**config.mk**
```make
export PLATFORM = sky130hd
export DESIGN_NAME = moesi_snoop_coherence_core
export DESIGN_NICKNAME = d
export VERILOG_FILES = /design/src/hdl/msc_pkg.sv /design/src/hdl/moesi_snoop_coherence_core.sv /design/src/hdl/msc_store.sv /design/src/hdl/msc_snoop_unit.sv /design/src/hdl/msc_ctrl.sv
export SDC_FILE = /design/constraint.sdc
export NUM_CORES = 1
export LEC_CHECK = 0
export BUFFER_PORTS_ARGS = -buffer_cell sky130_fd_sc_hd__buf_4
export CAP_MARGIN = 0
export CORE_UTILIZATION = 63
export CTS_BUF_LIST = sky130_fd_sc_hd__clkbuf_4 sky130_fd_sc_hd__clkbuf_8
export DETAILED_ROUTE_END_ITERATION = 16
export PLACE_DENSITY_LB_ADDON = 0.08
export SKIP_CTS_REPAIR_TIMING = 1
export SLEW_MARGIN = 30
export SYNTH_ARGS = -nofsm -noshare
export SYNTH_HDL_FRONTEND = slang
export SYNTH_SLANG_ARGS = --single-unit
```
**constraint.sdc**
```tcl
create_clock -name clk -period 5.15 [get_ports clk]
set_clock_uncertainty 0.15 [all_clocks]
set_input_delay 1.2875 -clock clk [delete_from_list [all_inputs] [get_ports clk]]
set_output_delay 1.2875 -clock clk [all_outputs]
set_load 0.01 [all_outputs]
```
**src/hdl/msc_pkg.sv**
```systemverilog
// msc_pkg: shared types and constants for the moesi snoop coherence core
// line state codes, request opcodes, result layout and snoop unit outputs
// no dependencies; imported by every module of the block
package msc_pkg;

  localparam int CACHE_COUNT_DEF = 3;
  localparam int LINE_COUNT_DEF  = 4;

  localparam int IN_DATA_W  = 8;
  localparam int OUT_DATA_W = 16;

  typedef enum logic [2:0] {
    LS_I = 3'd0,
    LS_E = 3'd1,
    LS_S = 3'd2,
    LS_M = 3'd3,
    LS_O = 3'd4
  } line_state_t;

  typedef enum logic [1:0] {
    OP_READ  = 2'd0,
    OP_WRITE = 2'd1,
    OP_EVICT = 2'd2
  } op_t;

  typedef enum logic [2:0] {
    SQ_CLEAR,
    SQ_IDLE,
    SQ_SELF_RD,
    SQ_SNP_RD,
    SQ_SNP_WR,
    SQ_SELF_WR,
    SQ_DONE
  } seq_state_t;

  // result word, hit in bit 0
  typedef struct packed {
    logic [4:0]  pad;
    logic        writeback;
    logic        memory_read;
    logic        shared_found;
    line_state_t new_state;
    line_state_t old_state;
    logic        dirty_hit;
    logic        hit;
  } res_t;

  // snoop unit response for one other cache
  typedef struct packed {
    line_state_t next_state;
    logic        seen;
    logic        flush;
  } snoop_t;

  function automatic logic is_dirty(input line_state_t s);
    return (s == LS_M) || (s == LS_O);
  endfunction

endpackage

```
**src/hdl/moesi_snoop_coherence_core.sv**
```systemverilog
// moesi_snoop_coherence_core: top level of the moesi snoop coherence tracker
// instantiates msc_ctrl, msc_snoop_unit and msc_store; holds the result register
// depends on msc_pkg
//
// usage
//   in channel (in_tvalid/in_tready/in_tdata) carries one request transaction:
//   op, cache_index and line_index. out channel carries one result transaction
//   per request: hit, dirty_hit, old/new requester state, shared_found,
//   memory_read and writeback.
//   after reset the state memory is swept to invalid, one entry per cycle,
//   CACHE_COUNT * 2**max(1, ceil(log2(LINE_COUNT))) entries (12 at the defaults);
//   in_tready stays low until the sweep is done.
//   a request walks the other caches of its line through one shared snoop
//   unit, each in a memory read step and then an update and write-back step.
//   the core takes no new request until the sequencer has passed its done
//   state; the result is moved into the output register, which drives
//   out_tvalid, as the sequencer leaves that state.
//   a stalled receiver does not block the next request: the result waits in
//   the output register while the core takes and works on the next
//   transaction, which then waits until that register is free.
module moesi_snoop_coherence_core #(
  parameter int CACHE_COUNT = msc_pkg::CACHE_COUNT_DEF,
  parameter int LINE_COUNT  = msc_pkg::LINE_COUNT_DEF
) (
  input  logic                           clk,
  input  logic                           rst_n,
  input  logic                           in_tvalid,
  output logic                           in_tready,
  // op[1:0], cache_index[3:2], line_index[5:4], zero [7:6]
  input  logic [msc_pkg::IN_DATA_W-1:0]  in_tdata,
  output logic                           out_tvalid,
  input  logic                           out_tready,
  // hit[0], dirty_hit[1], old_state[4:2], new_state[7:5], shared_found[8],
  // memory_read[9], writeback[10], zero [15:11]
  output logic [msc_pkg::OUT_DATA_W-1:0] out_tdata
);
  import msc_pkg::*;

  localparam int CW    = (CACHE_COUNT > 2) ? $clog2(CACHE_COUNT) : 1;
  localparam int LW    = (LINE_COUNT > 2) ? $clog2(LINE_COUNT) : 1;
  localparam int AW    = CW + LW;
  localparam int DEPTH = CACHE_COUNT * (1 << LW);

  // sequencer to result register
  logic   res_valid;
  logic   res_ready;
  res_t   res;

  // snoop unit
  op_t    snp_op;
  snoop_t snp;

  // state memory
  logic [AW-1:0] mem_rd_addr;
  line_state_t   mem_rd_data;
  logic          mem_wr_en;
  logic [AW-1:0] mem_wr_addr;
  line_state_t   mem_wr_data;

  // output register
  logic out_valid_r, out_valid_nxt;
  res_t out_res_r, out_res_nxt;

  msc_ctrl #(
    .CACHE_COUNT (CACHE_COUNT),
    .LINE_COUNT  (LINE_COUNT),
    .CW          (CW),
    .LW          (LW),
    .DEPTH       (DEPTH)
  ) u_ctrl (
    .clk         (clk),
    .rst_n       (rst_n),
    .in_valid    (in_tvalid),
    .in_ready    (in_tready),
    .in_op       (op_t'(in_tdata[1:0])),
    .in_ci       (in_tdata[3:2]),
    .in_li       (in_tdata[5:4]),
    .res_valid   (res_valid),
    .res_ready   (res_ready),
    .res         (res),
    .snp_op      (snp_op),
    .snp         (snp),
    .mem_rd_addr (mem_rd_addr),
    .mem_rd_data (mem_rd_data),
    .mem_wr_en   (mem_wr_en),
    .mem_wr_addr (mem_wr_addr),
    .mem_wr_data (mem_wr_data)
  );

  msc_snoop_unit u_snoop (
    .op  (snp_op),
    .st  (mem_rd_data),
    .snp (snp)
  );

  msc_store #(
    .DEPTH (DEPTH),
    .AW    (AW)
  ) u_store (
    .clk     (clk),
    .rd_addr (mem_rd_addr),
    .rd_data (mem_rd_data),
    .wr_en   (mem_wr_en),
    .wr_addr (mem_wr_addr),
    .wr_data (mem_wr_data)
  );

  // output slot is free when empty or being drained this cycle
  assign res_ready = !out_valid_r || out_tready;

  always_comb begin
    out_valid_nxt = out_valid_r;
    out_res_nxt   = out_res_r;
    if (res_valid && res_ready) begin
      out_valid_nxt = 1'b1;
      out_res_nxt   = res;
    end else if (out_tready) begin
      out_valid_nxt = 1'b0;
    end
  end

  always_ff @(posedge clk) begin
    if (!rst_n) begin
      out_valid_r <= 1'b0;
    end else begin
      out_valid_r <= out_valid_nxt;
    end
    out_res_r <= out_res_nxt;
  end

  assign out_tvalid = out_valid_r;
  assign out_tdata  = out_res_r;

endmodule

```
**src/hdl/msc_store.sv**
```systemverilog
// msc_store: line state memory, one entry per cache and line slot
// one write port and one registered read port; uses msc_pkg
module msc_store #(
  parameter int DEPTH = 16,
  parameter int AW    = 4
) (
  input  logic                clk,
  input  logic [AW-1:0]       rd_addr,
  output msc_pkg::line_state_t rd_data,
  input  logic                wr_en,
  input  logic [AW-1:0]       wr_addr,
  input  msc_pkg::line_state_t wr_data
);
  import msc_pkg::*;

  line_state_t mem_r [DEPTH];
  line_state_t rd_data_r;

  always_ff @(posedge clk) begin
    if (wr_en) begin
      mem_r[wr_addr] <= wr_data;
    end
    rd_data_r <= mem_r[rd_addr];
  end

  assign rd_data = rd_data_r;

endmodule

```
**src/hdl/msc_snoop_unit.sv**
```systemverilog
// msc_snoop_unit: shared snoop transform applied to one other cache per step
// gives the snooped cache's next state, its valid flag and, on a write or evict, its dirty flag; uses msc_pkg
module msc_snoop_unit (
  input  msc_pkg::op_t         op,
  input  msc_pkg::line_state_t st,
  output msc_pkg::snoop_t      snp
);
  import msc_pkg::*;

  always_comb begin
    snp.next_state = st;
    snp.seen       = 1'b0;
    snp.flush      = 1'b0;
    unique case (op)
      OP_READ: begin
        snp.seen = (st != LS_I);
        // a dirty owner keeps supplying data, no flush
        if (st == LS_E) begin
          snp.next_state = LS_S;
        end else if (st == LS_M) begin
          snp.next_state = LS_O;
        end
      end
      OP_WRITE, OP_EVICT: begin
        snp.seen       = (st != LS_I);
        snp.flush      = is_dirty(st);
        snp.next_state = LS_I;
      end
      default: begin
        snp.next_state = st;
      end
    endcase
  end

endmodule

```
**src/hdl/msc_ctrl.sv**
```systemverilog
// msc_ctrl: sequencer that walks the caches of one line through the snoop unit
// drives the state memory, builds the result; uses msc_pkg
module msc_ctrl #(
  parameter int CACHE_COUNT = msc_pkg::CACHE_COUNT_DEF,
  parameter int LINE_COUNT  = msc_pkg::LINE_COUNT_DEF,
  parameter int CW          = 2,
  parameter int LW          = 2,
  parameter int DEPTH       = 16
) (
  input  logic                 clk,
  input  logic                 rst_n,
  input  logic                 in_valid,
  output logic                 in_ready,
  input  msc_pkg::op_t         in_op,
  input  logic [1:0]           in_ci,
  input  logic [1:0]           in_li,
  output logic                 res_valid,
  input  logic                 res_ready,
  output msc_pkg::res_t        res,
  output msc_pkg::op_t         snp_op,
  input  msc_pkg::snoop_t      snp,
  output logic [CW+LW-1:0]     mem_rd_addr,
  input  msc_pkg::line_state_t mem_rd_data,
  output logic                 mem_wr_en,
  output logic [CW+LW-1:0]     mem_wr_addr,
  output msc_pkg::line_state_t mem_wr_data
);
  import msc_pkg::*;

  localparam int AW = CW + LW;

  seq_state_t  state_r, state_nxt;
  op_t         op_r, op_nxt;
  logic [CW-1:0] ci_r, ci_nxt;
  logic [LW-1:0] li_r, li_nxt;
  logic [CW-1:0] c_r, c_nxt;
  logic [AW-1:0] clr_r, clr_nxt;
  line_state_t s_r, s_nxt;
  logic        shared_r, shared_nxt;
  logic        wb_r, wb_nxt;
  res_t        res_r, res_nxt;

  logic        in_range;
  logic        c_last;
  logic        clr_last;
  logic        need_snoop;
  line_state_t self_new;

  assign in_range = (32'(in_ci) < CACHE_COUNT) && (32'(in_li) < LINE_COUNT);
  assign c_last   = (c_r == CW'(CACHE_COUNT - 1));
  assign clr_last = (clr_r == AW'(DEPTH - 1));

  // snoop needed: read miss, write from a state other than E or M, any evict
  always_comb begin
    unique case (op_r)
      OP_READ:  need_snoop = (mem_rd_data == LS_I);
      OP_WRITE: need_snoop = (mem_rd_data != LS_E) && (mem_rd_data != LS_M);
      OP_EVICT: need_snoop = 1'b1;
      default:  need_snoop = 1'b0;
    endcase
  end

  always_comb begin
    unique case (op_r)
      OP_READ:  self_new = (s_r == LS_I) ? (shared_r ? LS_S : LS_E) : s_r;
      OP_WRITE: self_new = LS_M;
      OP_EVICT: self_new = LS_I;
      default:  self_new = s_r;
    endcase
  end

  // next state
  always_comb begin
    state_nxt = state_r;
    unique case (state_r)
      SQ_CLEAR: begin
        if (clr_last) state_nxt = SQ_IDLE;
      end
      SQ_IDLE: begin
        if (in_valid) state_nxt = in_range ? SQ_SELF_RD : SQ_DONE;
      end
      SQ_SELF_RD: begin
        state_nxt = need_snoop ? SQ_SNP_RD : SQ_SELF_WR;
      end
      SQ_SNP_RD: begin
        if (c_r == ci_r) begin
          state_nxt = c_last ? SQ_SELF_WR : SQ_SNP_RD;
        end else begin
          state_nxt = SQ_SNP_WR;
        end
      end
      SQ_SNP_WR: begin
        state_nxt = c_last ? SQ_SELF_WR : SQ_SNP_RD;
      end
      SQ_SELF_WR: begin
        state_nxt = SQ_DONE;
      end
      SQ_DONE: begin
        if (res_ready) state_nxt = SQ_IDLE;
      end
      default: begin
        state_nxt = SQ_IDLE;
      end
    endcase
  end

  // outputs
  always_comb begin
    in_ready    = (state_r == SQ_IDLE);
    res_valid   = (state_r == SQ_DONE);
    res         = res_r;
    snp_op      = op_r;
    mem_rd_addr = (state_r == SQ_IDLE) ? {CW'(in_ci), LW'(in_li)} : {c_r, li_r};
    mem_wr_en   = 1'b0;
    mem_wr_addr = {ci_r, li_r};
    mem_wr_data = self_new;
    unique case (state_r)
      SQ_CLEAR: begin
        mem_wr_en   = 1'b1;
        mem_wr_addr = clr_r;
        mem_wr_data = LS_I;
      end
      SQ_SNP_WR: begin
        mem_wr_en   = 1'b1;
        mem_wr_addr = {c_r, li_r};
        mem_wr_data = snp.next_state;
      end
      SQ_SELF_WR: begin
        mem_wr_en = 1'b1;
      end
      default: begin
        mem_wr_en = 1'b0;
      end
    endcase
  end

  // datapath registers
  always_comb begin
    op_nxt     = op_r;
    ci_nxt     = ci_r;
    li_nxt     = li_r;
    c_nxt      = c_r;
    clr_nxt    = clr_r;
    s_nxt      = s_r;
    shared_nxt = shared_r;
    wb_nxt     = wb_r;
    res_nxt    = res_r;
    unique case (state_r)
      SQ_CLEAR: begin
        clr_nxt = clr_r + AW'(1);
      end
      SQ_IDLE: begin
        if (in_valid) begin
          op_nxt     = in_op;
          ci_nxt     = CW'(in_ci);
          li_nxt     = LW'(in_li);
          c_nxt      = '0;
          shared_nxt = 1'b0;
          wb_nxt     = 1'b0;
          if (!in_range) res_nxt = '0;
        end
      end
      SQ_SELF_RD: begin
        s_nxt = mem_rd_data;
      end
      SQ_SNP_RD: begin
        // requester's own slot is skipped
        if ((c_r == ci_r) && !c_last) c_nxt = c_r + CW'(1);
      end
      SQ_SNP_WR: begin
        shared_nxt = shared_r | snp.seen;
        wb_nxt     = wb_r | snp.flush;
        if (!c_last) c_nxt = c_r + CW'(1);
      end
      SQ_SELF_WR: begin
        res_nxt              = '0;
        res_nxt.hit          = (s_r != LS_I);
        res_nxt.dirty_hit    = is_dirty(s_r);
        res_nxt.old_state    = s_r;
        res_nxt.new_state    = self_new;
        res_nxt.shared_found = shared_r;
        res_nxt.memory_read  = (op_r == OP_READ) && (s_r == LS_I) && !shared_r;
        res_nxt.writeback    = wb_r | ((op_r == OP_EVICT) && is_dirty(s_r));
      end
      default: begin
        res_nxt = res_r;
      end
    endcase
  end

  always_ff @(posedge clk) begin
    if (!rst_n) begin
      state_r <= SQ_CLEAR;
      clr_r   <= '0;
    end else begin
      state_r <= state_nxt;
      clr_r   <= clr_nxt;
    end
    op_r     <= op_nxt;
    ci_r     <= ci_nxt;
    li_r     <= li_nxt;
    c_r      <= c_nxt;
    s_r      <= s_nxt;
    shared_r <= shared_nxt;
    wb_r     <= wb_nxt;
    res_r    <= res_nxt;
  end

endmodule

```
* Word level (Yosys, flattened, before mapping)
Memories as Yosys holds them, arrays and structs flattened. A register that Yosys moved wholly into a read port is not among the register bits.
Index checks and enable logic that the tools add are counted.
** Word-level totals
- ROM bits :: 0
- Bits of input ports :: 12
- Latch bits :: 0
- Bits in writable memories :: 36
- Logic and storage cells :: 122
- Register bits after elaboration :: 53
- Memories :: 1
** Operators by class
- Div/mod/pow operators :: 0
- Magnitude comparators :: 1
- Equal/unequal tests :: 24
- Reductions and logical operators :: 30
- $mul :: 0
- Add/subtract/negate cells :: 2
- Shift-type cells :: 0
- Bitwise gates (word level) :: 3
- Muxes and demuxes :: 35
** Memories
- u_store.mem_r :: words 12, bits a word 3, read ports 1, clocked after memory_dff 1, write ports 1, RTL line msc_store.sv:16 : line_state_t mem_r [DEPTH];
** Operators with widths (count)
- two-way mux 16 bit :: 2
- case mux 16 bit (2 select lines) :: 1
- two-way mux 3 bit :: 10
- case mux 3 bit (7 select lines) :: 1
- equality test 3 bit (second input constant) :: 5
- equality test 3 x 2 -> 1 bit (second input constant) :: 4
- case mux 3 bit (2 select lines) :: 2
- logical NOT 3 bit :: 3
- case mux 3 bit (3 select lines) :: 1
- nonzero test 3 bit :: 3
- two-way mux 1 bit :: 8
- two-way mux 2 bit :: 4
- case mux 4 bit (2 select lines) :: 1
- equality test 3 x 1 -> 1 bit (second input constant) :: 2
- logical AND 1 bit :: 6
- inequality test 2 x 1 -> 1 bit (second input constant) :: 3
- inequality test 2 bit (second input constant) :: 3
- case mux 2 bit (3 select lines) :: 1
- AND reduction 3 bit :: 2
- nonzero test 2 bit :: 3
- OR reduction 3 bit :: 2
- adder 4 x 1 -> 4 bit (second input constant) :: 1
- equality test 2 bit (second input constant) :: 2
- equality test 4 bit (second input constant) :: 1
- other kinds (16) :: 24

* Logic depth before layout (Yosys ltp)
- Word-level depth :: 5
- Gate-level depth with buffers :: 9
- Gate-level depth less buffers :: 7

* Modules after synthesis
From an unflattened synthesis, not the netlist that was laid out.
** Unflattened totals
- Cells, all modules :: 285
- Area, all modules :: 3895.0 µm²
** Modules (own cells, without submodules)
- msc_ctrl :: instances 1, cells an instance 164, area each 1709.1 µm²
- msc_store :: instances 1, cells an instance 80, area each 1524.0 µm²
- moesi_snoop_coherence_core :: instances 1, cells an instance 21, area each 538.0 µm²
- msc_snoop_unit :: instances 1, cells an instance 20, area each 123.9 µm²

* Least setup slack after synthesis
No wires, ideal clock.
- Kind :: input to register
- Start point :: input in_tdata[4] in the netlist's numbering
- End point :: register u_store.rd_data_r[1], in the netlist u_store.rd_data[1], read port of u_store.mem_r
- Stages :: 5
- Arrival :: 2.599 ns
- Required time :: 4.878 ns
- Setup time :: 0.122 ns
- Setup slack :: 2.279 ns
- Buffers on the path :: 2
- Cell sequence :: clkbuf_1 > clkbuf_1 > nor3b_1 > o311a_1 > o32a_1
** On the way
- Cells in the longest elaborated chain, start to end :: 1
** Ends and longest elaborated chain
- from (decl) :: RTL line moesi_snoop_coherence_core.sv:30 : input logic [msc_pkg::IN_DATA_W-1:0] in_tdata,
- two-way mux 4 bit :: RTL line msc_ctrl.sv:113 : mem_rd_addr = (state_r == SQ_IDLE) ? {CW'(in_ci), LW'(in_li)} : {c_r, li_r};
- to (decl) :: RTL line msc_store.sv:17 : line_state_t rd_data_r;
Every way passes these cells.
A chain may end at the register's enable or synchronous reset.

* Worst setup path in the final report
- Start point :: register u_ctrl.state_r[2]
- End point :: output in_tready
** On the way
- Cells in the longest elaborated chain, start to end :: 1
** Ends and longest elaborated chain
- from (decl) :: RTL line msc_ctrl.sv:32 : seq_state_t state_r, state_nxt;
- from (signal assigned) :: RTL line msc_ctrl.sv:196 : state_r <= state_nxt;
- equality test 3 x 1 -> 1 bit :: RTL line msc_ctrl.sv:109 : in_ready = (state_r == SQ_IDLE);
- to (decl) :: RTL line moesi_snoop_coherence_core.sv:28 : output logic in_tready,
Every way passes these cells.

==> impl_results.md <==
* Status: complete, no violations
* Slowest CP cell: dfxtp_1
* Placed Instance Area at 4098 um2
* Largest net degree at the start of global routing at 23
* DRC at 0
* Critical path endpoint category: output pin
* Initial Util at 65.53%
* Clock Sink Count at 82
* Hold Crit Class: reg -> reg
* Max Freq at 243.5 MHz
* Ys flop type: edfxtp_1
* Max Cap Viol at 0
* Static Leakage at 0.001539 uW
* DIE AREA at 6513 um2
* IO buf count at 22
* Synth top area share at 54.63%
* Yosys warns at 0
* Finished Cell Area at 4275 um2
* Synthesized area per cell at 11.97 um2
* Routed vias at 2607
* Seq cells post-synth at 82
* CTS Buf Count at 9
* CTS root buffer: clkbuf_8
* Worst vdd ir at 189.9 uV
* Async SR Flop Fraction at 0%
* Worst-Margin Slew at 0.8234 ns
* Largest area contributor in the synthesized netlist: edfxtp_1
* Number of buffers and inverters on the critical path at 2
* GRT Total Usage at 25.98%
* Final Hold Viols at 0
* ANT cells at 0
* Die height at 80.71 um
* Antenna violations before repair at 0
* Post-synth EDFFs at 71
* Max Buffers Root-to-Sink at 2
* Worst skew pair latency at 0.36 ns
* DRT iter0 DRCs at 244
* Core Area at 5956 um2
* Avg WL per Cell at 17.52 um
* Internal power at 923.1 uW
* Synth top area cells: edfxtp_1 55%, mux2i_1 6.4%, dfxtp_1 5.6%, a211oi_1 3.7%, nor2_1 3.6%
* Switching Fraction at 21.48%
* Max stage delay on crit path at 0.77 ns
* Worst path required time at 3.71 ns
* Crit-path leading delay family: buffers and inverters
* Yosys cell types at 51
* Logic pwr share at 3.4%
* Sequential Power Share at 62.0%
* WL final at 7.533 mm
* Layout cells sized above 1 at 12.96%
* Critical path arrival at 2.67 ns
* I/O pins at 30
* Vias in the first global route at 2407
* Total gr overflow at 0
* Placed wire-length estimate at 5.334 mm
* Clock transition at path regs at 0.08 ns
* Placer Congestion at 0.8451
* RSZ-0062 raised after global routing: false
* Nets at 368
* Hold WS at 0.2696 ns
* Min Tclk post-route at 4.106 ns
* Crit path max fanout at 22
* Net switching power at 252.5 uW
* Htree depth at 3
* Syn Inst Count at 326
* Post-Syn Area at 3902 um2
* CP cell instances: or3b_1, clkinv_1, buf_4
* Filler cell count at 421
* Final TNS setup at 0 ns
* P&R area growth vs syn at 9.554%
* Via-per-instance ratio at 6.063
* Power per Cell Area at 275.0 nW/um2
* FP Rows at 28
* Worst Setup Start Kind: flip-flop
* Final Setup Violations at 0
* Final design utilization at 71.79%
* CTS tree: built
* Routed Antenna Nets at 0
* Clock share of power at 34.6%
* Max-slew violations at 0
* Rel. slew slack at 43.53%
* Crit Path Category: reg -> out
* Total power at 1176 uW
* Global-route wire length before repair at 12.10 mm
* Final worst path period share at 79.73%
* Chip Width at 80.71 um
* Sequential area share after synthesis at 60.28%
* Detailed Routing Iterations Pass 1 at 5
cell usage in the layout (no fill, tap or decap), drive strengths merged, types with 3 or more instances in the layout:
cell	synthesis	final
ha	6	6
a31oi	3	3
clkinv	1	5
o22ai	5	5
nor2b	10	10
mux2i	26	26
nand2b	7	7
conb	1	5
edfxtp	71	71
nor3	7	7
nand2	22	22
inv	11	11
o21ai	8	8
nor3b	3	3
and2	12	12
dfxtp	11	11
a211oi	19	19
a21oi	14	14
xor2	3	3
clkbuf	7	11
a22o	3	3
buf	9	25
nor2	37	37
Yosys cell counts (5+ instances only):
cell,n
ha_1,6
nor3_1,7
nand2_1,22
a21oi_1,14
o22ai_1,5
o21ai_0,8
mux2i_1,25
nor2b_1,9
and2_1,12
clkbuf_1,7
a211oi_1,19
dfxtp_1,11
nand2b_1,7
buf_4,5
inv_1,11
edfxtp_1,71
nor2_1,37
path summary, 6_finish.rpt:
check	start	to	slack (ns)	cells past startpoint
max	u_ctrl.state_r[2]	in_tready	1.04	3
min	u_ctrl.res[4]	out_tdata[4]	0.27	0
max reg2reg	u_ctrl.state_r[2]	u_store.rd_data[2]	1.52	6
min reg2reg	u_ctrl.res[4]	out_tdata[4]	0.27	0
per-layer routing:
metal	track usage (%)	share of wire (%)	routed length, um	vias to the layer above
li1	-	-	-	1253
met1	34.82	44	3333	1238
met2	41.69	48	3631	101
met3	4.773	5.7	427	15
met4	10.89	1.9	140	0
met5	0	0	0	-
cell type report:
cell class | instances | area, um2 | share of cell area, %
Sequential cell | 82 | 2352 | 55.02
Multi-Input combinational cell | 220 | 1429 | 33.42
Timing Repair Buffer | 25 | 185.2 | 4.331
Clock buffer | 11 | 138.9 | 3.248
Tap cell | 75 | 93.84 | 2.195
Inverter | 12 | 45.04 | 1.054
Clock inverter | 5 | 31.28 | 0.7316
per-stage QoR:
stage,worst slack [ns],cells
2_1_floorplan,2.279,330
3_3_place_gp,1.527,413
3_5_place_dp,1.464,413
4_1_cts,1.066,429
5_1_grt,0.8825,430
6_report,1.044,430
power groups by stage:
stage          clock network (uW)  logic [uW]  registers (uW)
6_report                      407        40.4             729
5_1_grt                       434        45.2             730
4_1_cts                       409        40.3             728
3_5_place_dp                    0        40.0             744
3_3_place_gp                    0        38.9             743
2_1_floorplan                   0        29.6             742
flip-flops by register name, indices dropped and copies added (netlist names), 2 cells and up:
signal,count
u_ctrl.ci_r,2
u_ctrl.state_r,3
u_ctrl.clr_r,4
u_store.mem_r,36
u_ctrl.res,11
u_ctrl.c_r,2
u_ctrl.li_r,2
u_store.rd_data,3
u_ctrl.s_r,3
u_ctrl.snp_op,2
out_tdata,11
cell families after synthesis:
family                     after synthesis  share of synthesized area (%)
AOI/OAI and AO/OA                       68                          11.99
other                                    1                        0.09609
muxes                                   27                          7.278
xor gates and xnor gates                 5                          1.122
DFF                                     82                          60.28
buffers and inverters                   28                          3.559
and+or+nand+nor                        109                          13.75
adders and majority gates                6                          1.924
(Power assumes the default switching activity.)
